**config.mk**
```make
export PLATFORM = sky130hd
export DESIGN_NAME = touch_to_screen_coord_map
export DESIGN_NICKNAME = d
export VERILOG_FILES = /design/src/hdl/ttsc_pkg.sv /design/src/hdl/touch_to_screen_coord_map.sv
export SDC_FILE = /design/constraint.sdc
export NUM_CORES = 2
export LEC_CHECK = 0
export BUFFER_PORTS_ARGS = -buffer_cell sky130_fd_sc_hd__buf_2
export CAP_MARGIN = 20
export CORE_MARGIN = 2
export CORE_UTILIZATION = 50
export CTS_CLUSTER_SIZE = 30
export DETAILED_ROUTE_END_ITERATION = 7
export PLACE_DENSITY = 0.68
export SLEW_MARGIN = 30
export SYNTH_ARGS = -nofsm -noshare
export SYNTH_HDL_FRONTEND = slang
export SYNTH_SLANG_ARGS = --single-unit
```
**constraint.sdc**
```tcl
create_clock -name clk_i -period 4.6 [get_ports clk_i]
set_input_delay 0.46 -clock clk_i [delete_from_list [all_inputs] [get_ports clk_i]]
set_output_delay 0.46 -clock clk_i [all_outputs]
set_load 0.05 [all_outputs]
```
**src/hdl/ttsc_pkg.sv**
```systemverilog
// Shared widths, codes, reset values and pipeline types for the touch coordinate mapper.
package ttsc_pkg;

  localparam int SAMPLE_BITS   = 8;
  localparam int DIM_BITS      = 12;
  localparam int PROD_BITS     = SAMPLE_BITS + DIM_BITS;
  localparam int DIV_STEPS     = 2;
  localparam int DIV_STAGES    = (DIM_BITS + DIV_STEPS - 1) / DIV_STEPS;
  localparam int LATENCY       = DIV_STAGES + 3;
  localparam int CFG_IDX_BITS  = 3;
  localparam int CFG_DATA_BITS = (DIM_BITS > SAMPLE_BITS) ? DIM_BITS : SAMPLE_BITS;

  localparam logic [CFG_IDX_BITS-1:0] REG_SCREEN_WIDTH  = 3'd0;
  localparam logic [CFG_IDX_BITS-1:0] REG_SCREEN_HEIGHT = 3'd1;
  localparam logic [CFG_IDX_BITS-1:0] REG_ORIENTATION   = 3'd2;
  localparam logic [CFG_IDX_BITS-1:0] REG_CAL_MIN_X     = 3'd3;
  localparam logic [CFG_IDX_BITS-1:0] REG_CAL_MAX_X     = 3'd4;
  localparam logic [CFG_IDX_BITS-1:0] REG_CAL_MIN_Y     = 3'd5;
  localparam logic [CFG_IDX_BITS-1:0] REG_CAL_MAX_Y     = 3'd6;

  localparam logic [1:0] ORIENT_PORTRAIT          = 2'd0;
  localparam logic [1:0] ORIENT_LANDSCAPE         = 2'd1;
  localparam logic [1:0] ORIENT_PORTRAIT_FLIPPED  = 2'd2;
  localparam logic [1:0] ORIENT_LANDSCAPE_FLIPPED = 2'd3;

  typedef logic [SAMPLE_BITS-1:0] sample_t;
  typedef logic [DIM_BITS-1:0]    dim_t;
  typedef logic [PROD_BITS-1:0]   prod_t;

  localparam dim_t    RST_SCREEN_WIDTH  = DIM_BITS'(320);
  localparam dim_t    RST_SCREEN_HEIGHT = DIM_BITS'(240);
  localparam logic [1:0] RST_ORIENTATION = ORIENT_PORTRAIT;
  localparam sample_t RST_CAL_MIN_X     = SAMPLE_BITS'(10);
  localparam sample_t RST_CAL_MAX_X     = SAMPLE_BITS'(110);
  localparam sample_t RST_CAL_MIN_Y     = SAMPLE_BITS'(5);
  localparam sample_t RST_CAL_MAX_Y     = SAMPLE_BITS'(120);

  typedef struct packed {
    dim_t       w;
    dim_t       h;
    logic [1:0] orient;
  } route_t;

  typedef struct packed {
    sample_t off_x;
    sample_t off_y;
    sample_t div_x;
    sample_t div_y;
    dim_t    dim_x;
    dim_t    dim_y;
    route_t  route;
  } prep_t;

  typedef struct packed {
    prod_t   prod_x;
    prod_t   prod_y;
    sample_t div_x;
    sample_t div_y;
    dim_t    dim_x;
    dim_t    dim_y;
    route_t  route;
  } mult_t;

  typedef struct packed {
    sample_t rem;
    dim_t    num;
    dim_t    quo;
  } div_axis_t;

  typedef struct packed {
    div_axis_t ax;
    div_axis_t ay;
    sample_t   div_x;
    sample_t   div_y;
    dim_t      dim_x;
    dim_t      dim_y;
    route_t    route;
  } div_stage_t;

  function automatic div_axis_t div_step(div_axis_t a, sample_t d);
    logic [SAMPLE_BITS:0] trial;
    div_axis_t            r;
    trial = {a.rem, a.num[DIM_BITS-1]};
    r.num = {a.num[DIM_BITS-2:0], 1'b0};
    if (trial >= {1'b0, d}) begin
      trial = trial - {1'b0, d};
      r.quo = {a.quo[DIM_BITS-2:0], 1'b1};
    end else begin
      r.quo = {a.quo[DIM_BITS-2:0], 1'b0};
    end
    r.rem = trial[SAMPLE_BITS-1:0];
    return r;
  endfunction

endpackage

```
**src/hdl/touch_to_screen_coord_map.sv**
```systemverilog
// Top level: pipelined mapping of raw touch samples to clamped screen pixel coordinates.
//
// Usage:
//   Command side: raise start_i with raw_x_i/raw_y_i; a beat is taken at a rising edge
//   with start_i high and busy_o low. busy_o stays low, so a beat may enter every cycle.
//   Result side: result_valid_o marks screen_x_o/screen_y_o for exactly one cycle.
//   A sample outside its calibration window, or a window whose max is not above its
//   min, yields no result beat; every other sample yields exactly one.
//   Pipeline: a result passes through one register stage for the window check, one for
//   the multiply, six for the restoring divider at two quotient bits per stage, and one
//   for mirror and clamp. Throughput: one beat per cycle, set by the fully
//   pipelined divider.
//   Configuration: write cfg_data_i to register cfg_idx_i while cfg_we_i is high, only
//   while no beat is in flight; indices beyond the list are ignored.
//   Reset: all beats in flight are dropped and registers return to their defaults.
//   The receiver cannot stall; results are never held back.
module touch_to_screen_coord_map (
  input  logic                                clk_i,
  input  logic                                rst_ni,
  input  logic                                start_i,
  output logic                                busy_o,
  input  logic [ttsc_pkg::SAMPLE_BITS-1:0]    raw_x_i,
  input  logic [ttsc_pkg::SAMPLE_BITS-1:0]    raw_y_i,
  input  logic                                cfg_we_i,
  input  logic [ttsc_pkg::CFG_IDX_BITS-1:0]   cfg_idx_i,
  input  logic [ttsc_pkg::CFG_DATA_BITS-1:0]  cfg_data_i,
  output logic                                result_valid_o,
  output logic [ttsc_pkg::DIM_BITS-1:0]       screen_x_o,
  output logic [ttsc_pkg::DIM_BITS-1:0]       screen_y_o
);

  ttsc_pkg::dim_t    width_q, height_q;
  logic [1:0]        orient_q;
  ttsc_pkg::sample_t min_x_q, max_x_q, min_y_q, max_y_q;

  always_ff @(posedge clk_i or negedge rst_ni) begin
    if (!rst_ni) begin
      width_q  <= ttsc_pkg::RST_SCREEN_WIDTH;
      height_q <= ttsc_pkg::RST_SCREEN_HEIGHT;
      orient_q <= ttsc_pkg::RST_ORIENTATION;
      min_x_q  <= ttsc_pkg::RST_CAL_MIN_X;
      max_x_q  <= ttsc_pkg::RST_CAL_MAX_X;
      min_y_q  <= ttsc_pkg::RST_CAL_MIN_Y;
      max_y_q  <= ttsc_pkg::RST_CAL_MAX_Y;
    end else if (cfg_we_i) begin
      unique case (cfg_idx_i)
        ttsc_pkg::REG_SCREEN_WIDTH:  width_q  <= cfg_data_i[ttsc_pkg::DIM_BITS-1:0];
        ttsc_pkg::REG_SCREEN_HEIGHT: height_q <= cfg_data_i[ttsc_pkg::DIM_BITS-1:0];
        ttsc_pkg::REG_ORIENTATION:   orient_q <= cfg_data_i[1:0];
        ttsc_pkg::REG_CAL_MIN_X:     min_x_q  <= cfg_data_i[ttsc_pkg::SAMPLE_BITS-1:0];
        ttsc_pkg::REG_CAL_MAX_X:     max_x_q  <= cfg_data_i[ttsc_pkg::SAMPLE_BITS-1:0];
        ttsc_pkg::REG_CAL_MIN_Y:     min_y_q  <= cfg_data_i[ttsc_pkg::SAMPLE_BITS-1:0];
        ttsc_pkg::REG_CAL_MAX_Y:     max_y_q  <= cfg_data_i[ttsc_pkg::SAMPLE_BITS-1:0];
        default: ;
      endcase
    end
  end

  logic accept;
  logic win_ok;

  assign busy_o = 1'b0;
  assign accept = start_i && !busy_o;
  assign win_ok = (max_x_q > min_x_q) && (max_y_q > min_y_q)
               && (raw_x_i >= min_x_q) && (raw_x_i <= max_x_q)
               && (raw_y_i >= min_y_q) && (raw_y_i <= max_y_q);

  ttsc_pkg::prep_t      prep_d, prep_q;
  ttsc_pkg::mult_t      mult_d, mult_q;
  ttsc_pkg::div_stage_t div_d [ttsc_pkg::DIV_STAGES];
  ttsc_pkg::div_stage_t div_q [ttsc_pkg::DIV_STAGES];
  logic                 prep_vld_d, prep_vld_q, mult_vld_q;
  logic [ttsc_pkg::DIV_STAGES-1:0] div_vld_d, div_vld_q;
  logic                 res_vld_q;
  ttsc_pkg::dim_t       res_x_d, res_y_d, res_x_q, res_y_q;

  always_comb begin
    prep_vld_d         = accept && win_ok;
    prep_d.off_x       = max_x_q - raw_x_i;
    prep_d.off_y       = max_y_q - raw_y_i;
    prep_d.div_x       = max_x_q - min_x_q;
    prep_d.div_y       = max_y_q - min_y_q;
    prep_d.dim_x       = orient_q[0] ? height_q : width_q;
    prep_d.dim_y       = orient_q[0] ? width_q : height_q;
    prep_d.route.w     = width_q;
    prep_d.route.h     = height_q;
    prep_d.route.orient = orient_q;
  end

  always_comb begin
    mult_d.prod_x = ttsc_pkg::PROD_BITS'(prep_q.off_x) * ttsc_pkg::PROD_BITS'(prep_q.dim_x);
    mult_d.prod_y = ttsc_pkg::PROD_BITS'(prep_q.off_y) * ttsc_pkg::PROD_BITS'(prep_q.dim_y);
    mult_d.div_x  = prep_q.div_x;
    mult_d.div_y  = prep_q.div_y;
    mult_d.dim_x  = prep_q.dim_x;
    mult_d.dim_y  = prep_q.dim_y;
    mult_d.route  = prep_q.route;
  end

  always_comb begin
    ttsc_pkg::div_stage_t cur;
    for (int k = 0; k < ttsc_pkg::DIV_STAGES; k++) begin
      if (k == 0) begin
        cur.ax.rem   = mult_q.prod_x[ttsc_pkg::PROD_BITS-1:ttsc_pkg::DIM_BITS];
        cur.ax.num   = mult_q.prod_x[ttsc_pkg::DIM_BITS-1:0];
        cur.ax.quo   = '0;
        cur.ay.rem   = mult_q.prod_y[ttsc_pkg::PROD_BITS-1:ttsc_pkg::DIM_BITS];
        cur.ay.num   = mult_q.prod_y[ttsc_pkg::DIM_BITS-1:0];
        cur.ay.quo   = '0;
        cur.div_x    = mult_q.div_x;
        cur.div_y    = mult_q.div_y;
        cur.dim_x    = mult_q.dim_x;
        cur.dim_y    = mult_q.dim_y;
        cur.route    = mult_q.route;
        div_vld_d[k] = mult_vld_q;
      end else begin
        cur          = div_q[k-1];
        div_vld_d[k] = div_vld_q[k-1];
      end
      for (int s = 0; s < ttsc_pkg::DIV_STEPS; s++) begin
        if (k * ttsc_pkg::DIV_STEPS + s < ttsc_pkg::DIM_BITS) begin
          cur.ax = ttsc_pkg::div_step(cur.ax, cur.div_x);
          cur.ay = ttsc_pkg::div_step(cur.ay, cur.div_y);
        end
      end
      div_d[k] = cur;
    end
  end

  always_comb begin
    ttsc_pkg::div_stage_t last;
    ttsc_pkg::dim_t       vx, vy, mx, my;
    logic                 mir_x, mir_y;
    last  = div_q[ttsc_pkg::DIV_STAGES-1];
    vx    = last.route.orient[0] ? last.ay.quo : last.ax.quo;
    vy    = last.route.orient[0] ? last.ax.quo : last.ay.quo;
    mir_x = (last.route.orient == ttsc_pkg::ORIENT_PORTRAIT)
         || (last.route.orient == ttsc_pkg::ORIENT_LANDSCAPE_FLIPPED);
    mir_y = (last.route.orient == ttsc_pkg::ORIENT_PORTRAIT_FLIPPED)
         || (last.route.orient == ttsc_pkg::ORIENT_LANDSCAPE_FLIPPED);
    mx    = mir_x ? (last.route.w - vx) : vx;
    my    = mir_y ? (last.route.h - vy) : vy;
    if (last.route.w == '0) begin
      res_x_d = '0;
    end else if (mx >= last.route.w) begin
      res_x_d = last.route.w - ttsc_pkg::DIM_BITS'(1);
    end else begin
      res_x_d = mx;
    end
    if (last.route.h == '0) begin
      res_y_d = '0;
    end else if (my >= last.route.h) begin
      res_y_d = last.route.h - ttsc_pkg::DIM_BITS'(1);
    end else begin
      res_y_d = my;
    end
  end

  always_ff @(posedge clk_i or negedge rst_ni) begin
    if (!rst_ni) begin
      prep_vld_q <= 1'b0;
      mult_vld_q <= 1'b0;
      div_vld_q  <= '0;
      res_vld_q  <= 1'b0;
    end else begin
      prep_vld_q <= prep_vld_d;
      mult_vld_q <= prep_vld_q;
      div_vld_q  <= div_vld_d;
      res_vld_q  <= div_vld_q[ttsc_pkg::DIV_STAGES-1];
    end
  end

  always_ff @(posedge clk_i) begin
    prep_q  <= prep_d;
    mult_q  <= mult_d;
    div_q   <= div_d;
    res_x_q <= res_x_d;
    res_y_q <= res_y_d;
  end

  assign result_valid_o = res_vld_q;
  assign screen_x_o     = res_x_q;
  assign screen_y_o     = res_y_q;

  localparam int LAT = ttsc_pkg::LATENCY;

  a_reject_no_result: assert property (@(posedge clk_i) disable iff (!rst_ni)
    (accept && !win_ok) |-> ##LAT !result_valid_o)
    else $error("rejected sample produced a result beat");

  a_accept_result: assert property (@(posedge clk_i) disable iff (!rst_ni)
    (accept && win_ok) |-> ##LAT result_valid_o)
    else $error("in-window sample lost in pipeline");

  a_quotient_bound: assert property (@(posedge clk_i) disable iff (!rst_ni)
    div_vld_q[ttsc_pkg::DIV_STAGES-1] |->
      (div_q[ttsc_pkg::DIV_STAGES-1].ax.quo <= div_q[ttsc_pkg::DIV_STAGES-1].dim_x)
      && (div_q[ttsc_pkg::DIV_STAGES-1].ay.quo <= div_q[ttsc_pkg::DIV_STAGES-1].dim_y))
    else $error("divider quotient exceeds screen dimension");

endmodule
```
### Word-level counts from Yosys, hierarchy flattened

Index checks and enable logic that the tools add are counted.

| storage, ports and cells | value |
|---|---|
| logic and storage cells | 234 |
| bits of input ports | 35 |
| bits in read-only memories | 0 |
| RAM bits | 0 |
| memories | 0 |
| flip-flop bits (word level) | 715 |
| bits in latches | 0 |
| output and inout bits | 26 |

| operators by class | value |
|---|---|
| order comparisons | 32 |
| bitwise logic cells | 0 |
| multipliers | 2 |
| divide/modulo/power cells | 0 |
| multiplexer cells | 54 |
| add/sub/neg operators | 30 |
| shift operators | 0 |
| equal/unequal tests | 8 |
| reductions and logical operators | 19 |

Operators with widths:

| operator | count |
|---|---|
| 9-bit by 8-bit >= comparator with 1-bit output | 24 |
| 8-bit subtractor | 26 |
| 8-bit 2-to-1 mux | 22 |
| 12-bit 2-to-1 mux | 8 |
| 8-bit by 12-bit multiplier with 20-bit output | 2 |
| 12-bit >= comparator | 2 |
| 12-bit zero test | 2 |
| 1-bit 2-to-1 mux | 24 |
| 12-bit by 1-bit subtractor with 12-bit output, second input constant | 2 |
| 12-bit subtractor | 2 |
| 8-bit >= comparator | 2 |
| 8-bit greater-than comparator | 2 |
| 8-bit less-or-equal comparator | 2 |
| 2-bit AND reduction | 7 |
| 3-bit == test, second input constant | 3 |
| 3-bit by 2-bit == test with 1-bit output, second input constant | 2 |
| 1-bit logical AND | 6 |
| 2-bit == test, second input constant | 2 |
| 3-bit by 1-bit == test with 1-bit output, second input constant | 1 |
| 3-bit zero test | 1 |
| 2-bit zero test | 1 |
| 1-bit logical OR | 2 |

### Logic depth before layout (Yosys ltp)

| depth | value |
|---|---|
| depth in word-level cells | 7 |
| mapped depth | 21 |

### Least setup slack after synthesis

OpenSTA, ideal clock, no wires.

| timing | value |
|---|---|
| path kind | reg-to-reg |
| start point | register div_q[0] (netlist name) |
| end point | register res_x_q[6] (netlist: screen_x_o[6]) |
| data arrival time | 4397 ps |
| path slack | 75 ps |
| setup time | 128 ps |
| stages on the path, launching flop included | 21 |
| clock period less this slack | 4525 ps |
| cell sequence | dfxtp_1 > clkbuf_1 > clkbuf_1 > mux2i_1 > ha_1 > clkbuf_1 > a211o_1 > a2111oi_2 > nor4_1 > a31o_2 > o21ai_0 > xor2_1 > ha_1 > a21oi_1 > o21ai_0 > a21oi_1 > o21a_1 > clkbuf_1 > nor2_1 > a21oi_1 > nor2_1 |

| between the ends | value |
|---|---|
| word-level cells in the longest chain between the ends | 5 |

RTL lines:

| element | RTL line | RTL |
|---|---|---|
| start, declared | touch_to_screen_coord_map.sv:71 | `ttsc_pkg::div_stage_t div_q [ttsc_pkg::DIV_STAGES];` |
| start signal, assigned | touch_to_screen_coord_map.sv:176 | `div_q <= div_d;` |
| 12-bit 2-to-1 mux, or another cell as far along | touch_to_screen_coord_map.sv:135 | `vx = last.route.orient[0] ? last.ay.quo : last.ax.quo;` |
| 12-bit subtractor / 1-bit logical OR (equally long branches) | touch_to_screen_coord_map.sv:141, touch_to_screen_coord_map.sv:138 |  |
| 12-bit 2-to-1 mux (*) | touch_to_screen_coord_map.sv:141 | `mx = mir_x ? (last.route.w - vx) : vx;` |
| 12-bit >= comparator | touch_to_screen_coord_map.sv:145 | `end else if (mx >= last.route.w) begin` |
| 12-bit 2-to-1 mux (*) | touch_to_screen_coord_map.sv:145 |  |
| end signal, assigned | touch_to_screen_coord_map.sv:177 | `res_x_q <= res_x_d;` |
| end, declared | touch_to_screen_coord_map.sv:75 | `ttsc_pkg::dim_t res_x_d, res_y_d, res_x_q, res_y_q;` |

Every way passes the cells marked *; elsewhere a longest branch is shown, timed or not.
A chain may end at the register's enable or synchronous reset.

==> PnR_summary.wiki <==
{| class="wikitable"
! Metric !! Value
|-
| Final wirelength || approximately 69000 um
|-
| R2r endpoint || mult_q[103]$_DFF_P_
|-
| Portion of the clock cycle consumed by the worst path in the final layout || ~95%
|-
| Number of levels in the clock H-tree || 3
|-
| Number of standard-cell rows in the floorplan || between 90 and 100
|-
| Xor and xnor fraction of the mapped netlist area || around 4.1%
|-
| Buffers & Inverters on Critical Path || 3
|-
| Count of fill cells added during filler insertion || ~6000
|-
| Largest driver fanout on the critical path || 8
|-
| Share of Yosys cell area claimed by the top area cell type || 36.2%
|-
| Die Span Y || about 270 um
|-
| Clock tree from TritonCTS || done
|-
| Count of distinct cell types in the synthesized netlist || 83
|-
| Post-Synth Adder-Cell Area || roughly a fifth
|-
| Source-to-sink clock delay at the later pin of the worst-skew pair || about 0.62 ns
|-
| Global Route Usage Sum || between 10% and 20%
|-
| Slowest stage delay, CP || about 0.55 ns
|-
| Dominant cell type by area after synthesis || sky130_fd_sc_hd__dfxtp_1
|-
| Cells after Synth || about 3500
|-
| Residual DRC count || 0
|-
| Width of the chip || ~270 um
|-
| Fmax || 229 MHz
|-
| Largest cells by area after synthesis || sky130_fd_sc_hd__dfxtp_1 (36%), sky130_fd_sc_hd__ha_1 (13%), sky130_fd_sc_hd__fa_1 (8.3%), sky130_fd_sc_hd__mux2_2 (5.7%), sky130_fd_sc_hd__inv_1 (4.4%)
|-
| Detailed Route Iter0 Violations || about 1000
|-
| Multiplexer share of the synthesized area || between 6 and 7%
|-
| Starting utilization of the core area || a little over 50%
|-
| Element type at the critical path end || flip-flop
|-
| Critical path class || reg -> reg
|-
| Slew @ Worst Pin || ~0.76 ns
|-
| FF-to-FF setup slack || ~0.24 ns
|-
| Top_reg_cell synth || sky130_fd_sc_hd__dfxtp_1
|-
| Hold path startpoint || cfg_data_i[11]
|-
| Post-CTS clock slew at the launch and capture registers of the worst setup and hold paths || ~0.070 ns
|-
| Synthesized-area fraction occupied by ao, oa, aoi and oai cells || approximately 11%
|-
| Utilization of the core after routing || 56.4%
|-
| Most frequent cell on the critical path || sky130_fd_sc_hd__fa_1
|-
| Fraction of final layout cells sized beyond drive strength 1 || around 14%
|-
| Mapped Nets || approximately 4000
|-
| # setup viols final || 0
|-
| Initial DRT Pass Iterations || 5
|-
| Sequential fraction of the synthesis area || 40.9%
|-
| Area used by multi-input combinational logic || a little under 20000 um2
|-
| FF-to-FF path depth || 16
|-
| Clock root buffer master || sky130_fd_sc_hd__clkbuf_16
|-
| Family with the most delay on the worst path || adder cells
|-
| YS warnings || 0
|-
| Antenna fix cells || 0
|-
| Data required time of the critical path || between 5 and 6 ns
|-
| Simple-gate share of the synthesized area || about 11%
|-
| Outcome || complete, no violations
|-
| Final instance area || between 40000 and 50000 um2
|-
| Min-Delay Endpoint || width_q[11]$_DFFE_PN0P_
|-
| Synth Register Bits || slightly above 700
|-
| Average routed wire per standard cell || approximately 15 um
|-
| Number of port buffers || between 50 and 60
|-
| Arrival time at the worst endpoint || 4.91 ns
|-
| Worst clock skew on the final layout || approximately 0.026 ns
|-
| Pin count of the biggest net entering global routing || 36
|-
| Synthesized area per cell || slightly above 10 um2
|-
| Max-slew headroom at the worst pin || 49.2%
|-
| Area Overhead vs Synth || 12.0%
|-
| Overall overflow remaining after global route || 0
|-
| Area of the die || about 74000 um2
|-
| Fraction of registers with async set/reset || 9.37%
|-
| Wire length of the first global-routing pass || approximately 120000 um
|-
| Reg2reg start || mult_d[41]$_DFF_P_
|-
| Maximum count of clock buffers along a single path || 3
|-
| Vias after detailed routing || between 20000 and 25000
|-
| Post-synthesis instance area || approximately 36000 um2
|-
| Hold Worst Slack || just over 0.1 ns
|-
| Final net count || approximately 4100
|-
| ANT nets after route || 0
|-
| Max-cap violations || 0
|-
| Core box area || between 70000 and 80000 um2
|-
| Ports || 61
|-
| Sequential cell area in the final layout || 14700 um2
|-
| Total placed instance area || about 37000 um2
|-
| Number of clock buffers inserted by TritonCTS || ~70
|-
| Vias in the first global route || roughly 24000
|-
| Max-slew violations || 0
|-
| Number of flops mapped to enable cells by yosys || 0
|-
| Clock sinks || approximately 720
|-
| Cell depth of the worst hold path || 2
|-
| Via/cell ratio || between 5 and 6
|-
| HPWL reported at the end of detailed placement || between 50000 and 60000 um
|-
| Minimum clock period || 4.36 ns
|-
| Count of endpoints failing hold in the final timing report || 0
|-
| Initial antenna violation count || 1
|-
| Path class of the lowest-slack min-delay path || in -> reg
|-
| Main combinational cell family by area after synthesis || adder cells
|-
| Critical path startpoint category || flip-flop
|-
| CP cell instances || and2_1, fa_1, fa_1, fa_1, inv_1, fa_1, inv_1, ha_1, o21a_1, o21ai_1, a21oi_2, o41ai_2, buf_4, o21bai_1, a21oi_1, xnor2_1
|-
| Slowest cell on the critical path || sky130_fd_sc_hd__fa_1
|-
| RD Place Congestion || about 0.86
|}
[through the flow]
stage               setup TNS, ns  cells  worst slack [ns]
global route              -0.0104   4593          -0.00707
global placement                0   4459            0.0727
finish                          0   4593             0.236
CTS                             0   4588            0.0235
floorplan                       0   3459            0.0753
detailed placement              0   4459            0.0470
[cell usage after synthesis (all sizes together) (14+ instances only)]
cell,number
mux2,181
fa,148
xnor2,111
inv,416
ha,370
clkbuf,43
dfrtp,48
nor2,145
nand2b,23
o211ai,15
xor2,57
o21ai,163
mux2i,46
a21boi,14
o21bai,25
and2,159
dfxtp,648
a21o,47
nor2b,62
o31a,17
nand3,37
or3,18
nor3,57
nand4,45
a211oi,29
nand2,150
o21a,56
a21oi,168
dfstp,19
[flip-flops by register name, indices dropped and copies added, names as in the netlist]
register        flops
div_d             312
width_q            12
screen_y_o         12
result_valid_o      1
screen_x_o         12
mult_q             20
mult_vld_q          1
max_x_q             8
prep_vld_q          1
min_x_q             8
mult_d             66
prep_q             16
height_q           12
orient_q            2
max_y_q             8
min_y_q             8
div_q             210
div_vld_q           6
[cell families (layout without fill, tap and decap cells)]
logic type / Yosys count / count (layout)
AOI/OAI and AO/OA: 614 / 614
muxes: 227 / 227
xor gates and xnor gates: 168 / 168
DFF: 715 / 715
and+or+nand+nor: 749 / 749
adders and majority gates: 518 / 518
other: 1 / 1
buffers and inverters: 467 / 651
[cells in the final DEF, fill, tap and decap left out, types with 9 or more instances in the layout]
cell type,n
sky130_fd_sc_hd__dfxtp_1,622
sky130_fd_sc_hd__inv_1,416
sky130_fd_sc_hd__ha_1,368
sky130_fd_sc_hd__mux2_2,180
sky130_fd_sc_hd__a21oi_1,162
sky130_fd_sc_hd__and2_1,159
sky130_fd_sc_hd__o21ai_0,157
sky130_fd_sc_hd__nand2_1,149
sky130_fd_sc_hd__fa_1,148
sky130_fd_sc_hd__nor2_1,145
sky130_fd_sc_hd__xnor2_1,111
sky130_fd_sc_hd__clkbuf_16,76
sky130_fd_sc_hd__nor2b_1,62
sky130_fd_sc_hd__buf_2,59
sky130_fd_sc_hd__xor2_1,57
sky130_fd_sc_hd__o21a_1,56
sky130_fd_sc_hd__nor3_1,54
sky130_fd_sc_hd__a21o_1,47
sky130_fd_sc_hd__dfrtp_1,47
sky130_fd_sc_hd__buf_4,47
sky130_fd_sc_hd__mux2i_1,46
sky130_fd_sc_hd__nand4_1,45
sky130_fd_sc_hd__nand3_1,37
sky130_fd_sc_hd__a211oi_1,28
sky130_fd_sc_hd__o21bai_1,25
sky130_fd_sc_hd__nand2b_1,23
sky130_fd_sc_hd__dfxtp_2,20
sky130_fd_sc_hd__dfstp_2,19
sky130_fd_sc_hd__or3_1,18
sky130_fd_sc_hd__o31a_1,17
sky130_fd_sc_hd__o211ai_1,15
sky130_fd_sc_hd__a21boi_0,14
sky130_fd_sc_hd__clkinv_2,11
sky130_fd_sc_hd__a31oi_1,10
sky130_fd_sc_hd__a211o_1,10
sky130_fd_sc_hd__or4_1,10
sky130_fd_sc_hd__nor4_1,9
sky130_fd_sc_hd__clkbuf_1,9
sky130_fd_sc_hd__clkbuf_8,9
[worst reg2reg max path, delay by kind of cell (launching register included)]
family / cells / cell delay [ns]
simple gates: 1 / 0.18
compound gates: 6 / 0.89
xor+xnor: 1 / 0.13
flops: 1 / 0.36
buf+inv: 3 / 0.27
fa+ha+maj: 5 / 2.46
[area by class of cell]
class                   instances  share of cell area [%]
multi-input cells            2277                    48.6
flip-flops and latches        715                    36.7
clock buffers                  94                    5.13
inverters                     416                    3.89
well taps                     950                    2.96
repair buffers                107                    1.64
clock inverters                34                    1.10
[worst max path at each step]
stage | start | to | slack (ns) | depth (start not counted)
after floorplan | div_q[0]$_DFF_P_ | screen_x_o[6]$_SDFF_PN0_ | 0.08 | 20
after global placement | prep_q[78]$_DFF_P_ | mult_q[105]$_DFF_P_ | 0.07 | 17
after detailed placement | prep_q[78]$_DFF_P_ | mult_q[105]$_DFF_P_ | 0.05 | 17
after CTS | prep_q[77]$_DFF_P_ | mult_q[102]$_DFF_P_ | 0.02 | 15
after global routing | prep_q[70]$_DFF_P_ | mult_q[84]$_DFF_P_ | -0.007 | 15
final | mult_d[41]$_DFF_P_ | mult_q[103]$_DFF_P_ | 0.24 | 16
[per-layer routing]
metal / global-route usage [%] / part of all wire (%) / wire length (um) / vias up
met1: 25.0 / 47 / 32500 / 10926
met3: 2.63 / 3.4 / 2360 / 112
met5: 0 / 0.010 / 7 / -
li1: - / - / - / 12060
met2: 31.9 / 47 / 31900 / 370
met4: 6.33 / 2.7 / 1840 / 2
[what timing repair did]
action / 4_1_cts / 5_1_grt
hold buffers: 1 / 0
setup buffers: 0 / 5
pin swaps: 0 / 16
gates resized for setup: 1 / 45
setup endpoints to repair: 2 / 32
hold endpoints to repair: 25 / 0
Power is left out: the tool's default activity adds up to more than one toggle a clock period on the data nets, which glitch-free logic cannot reach.
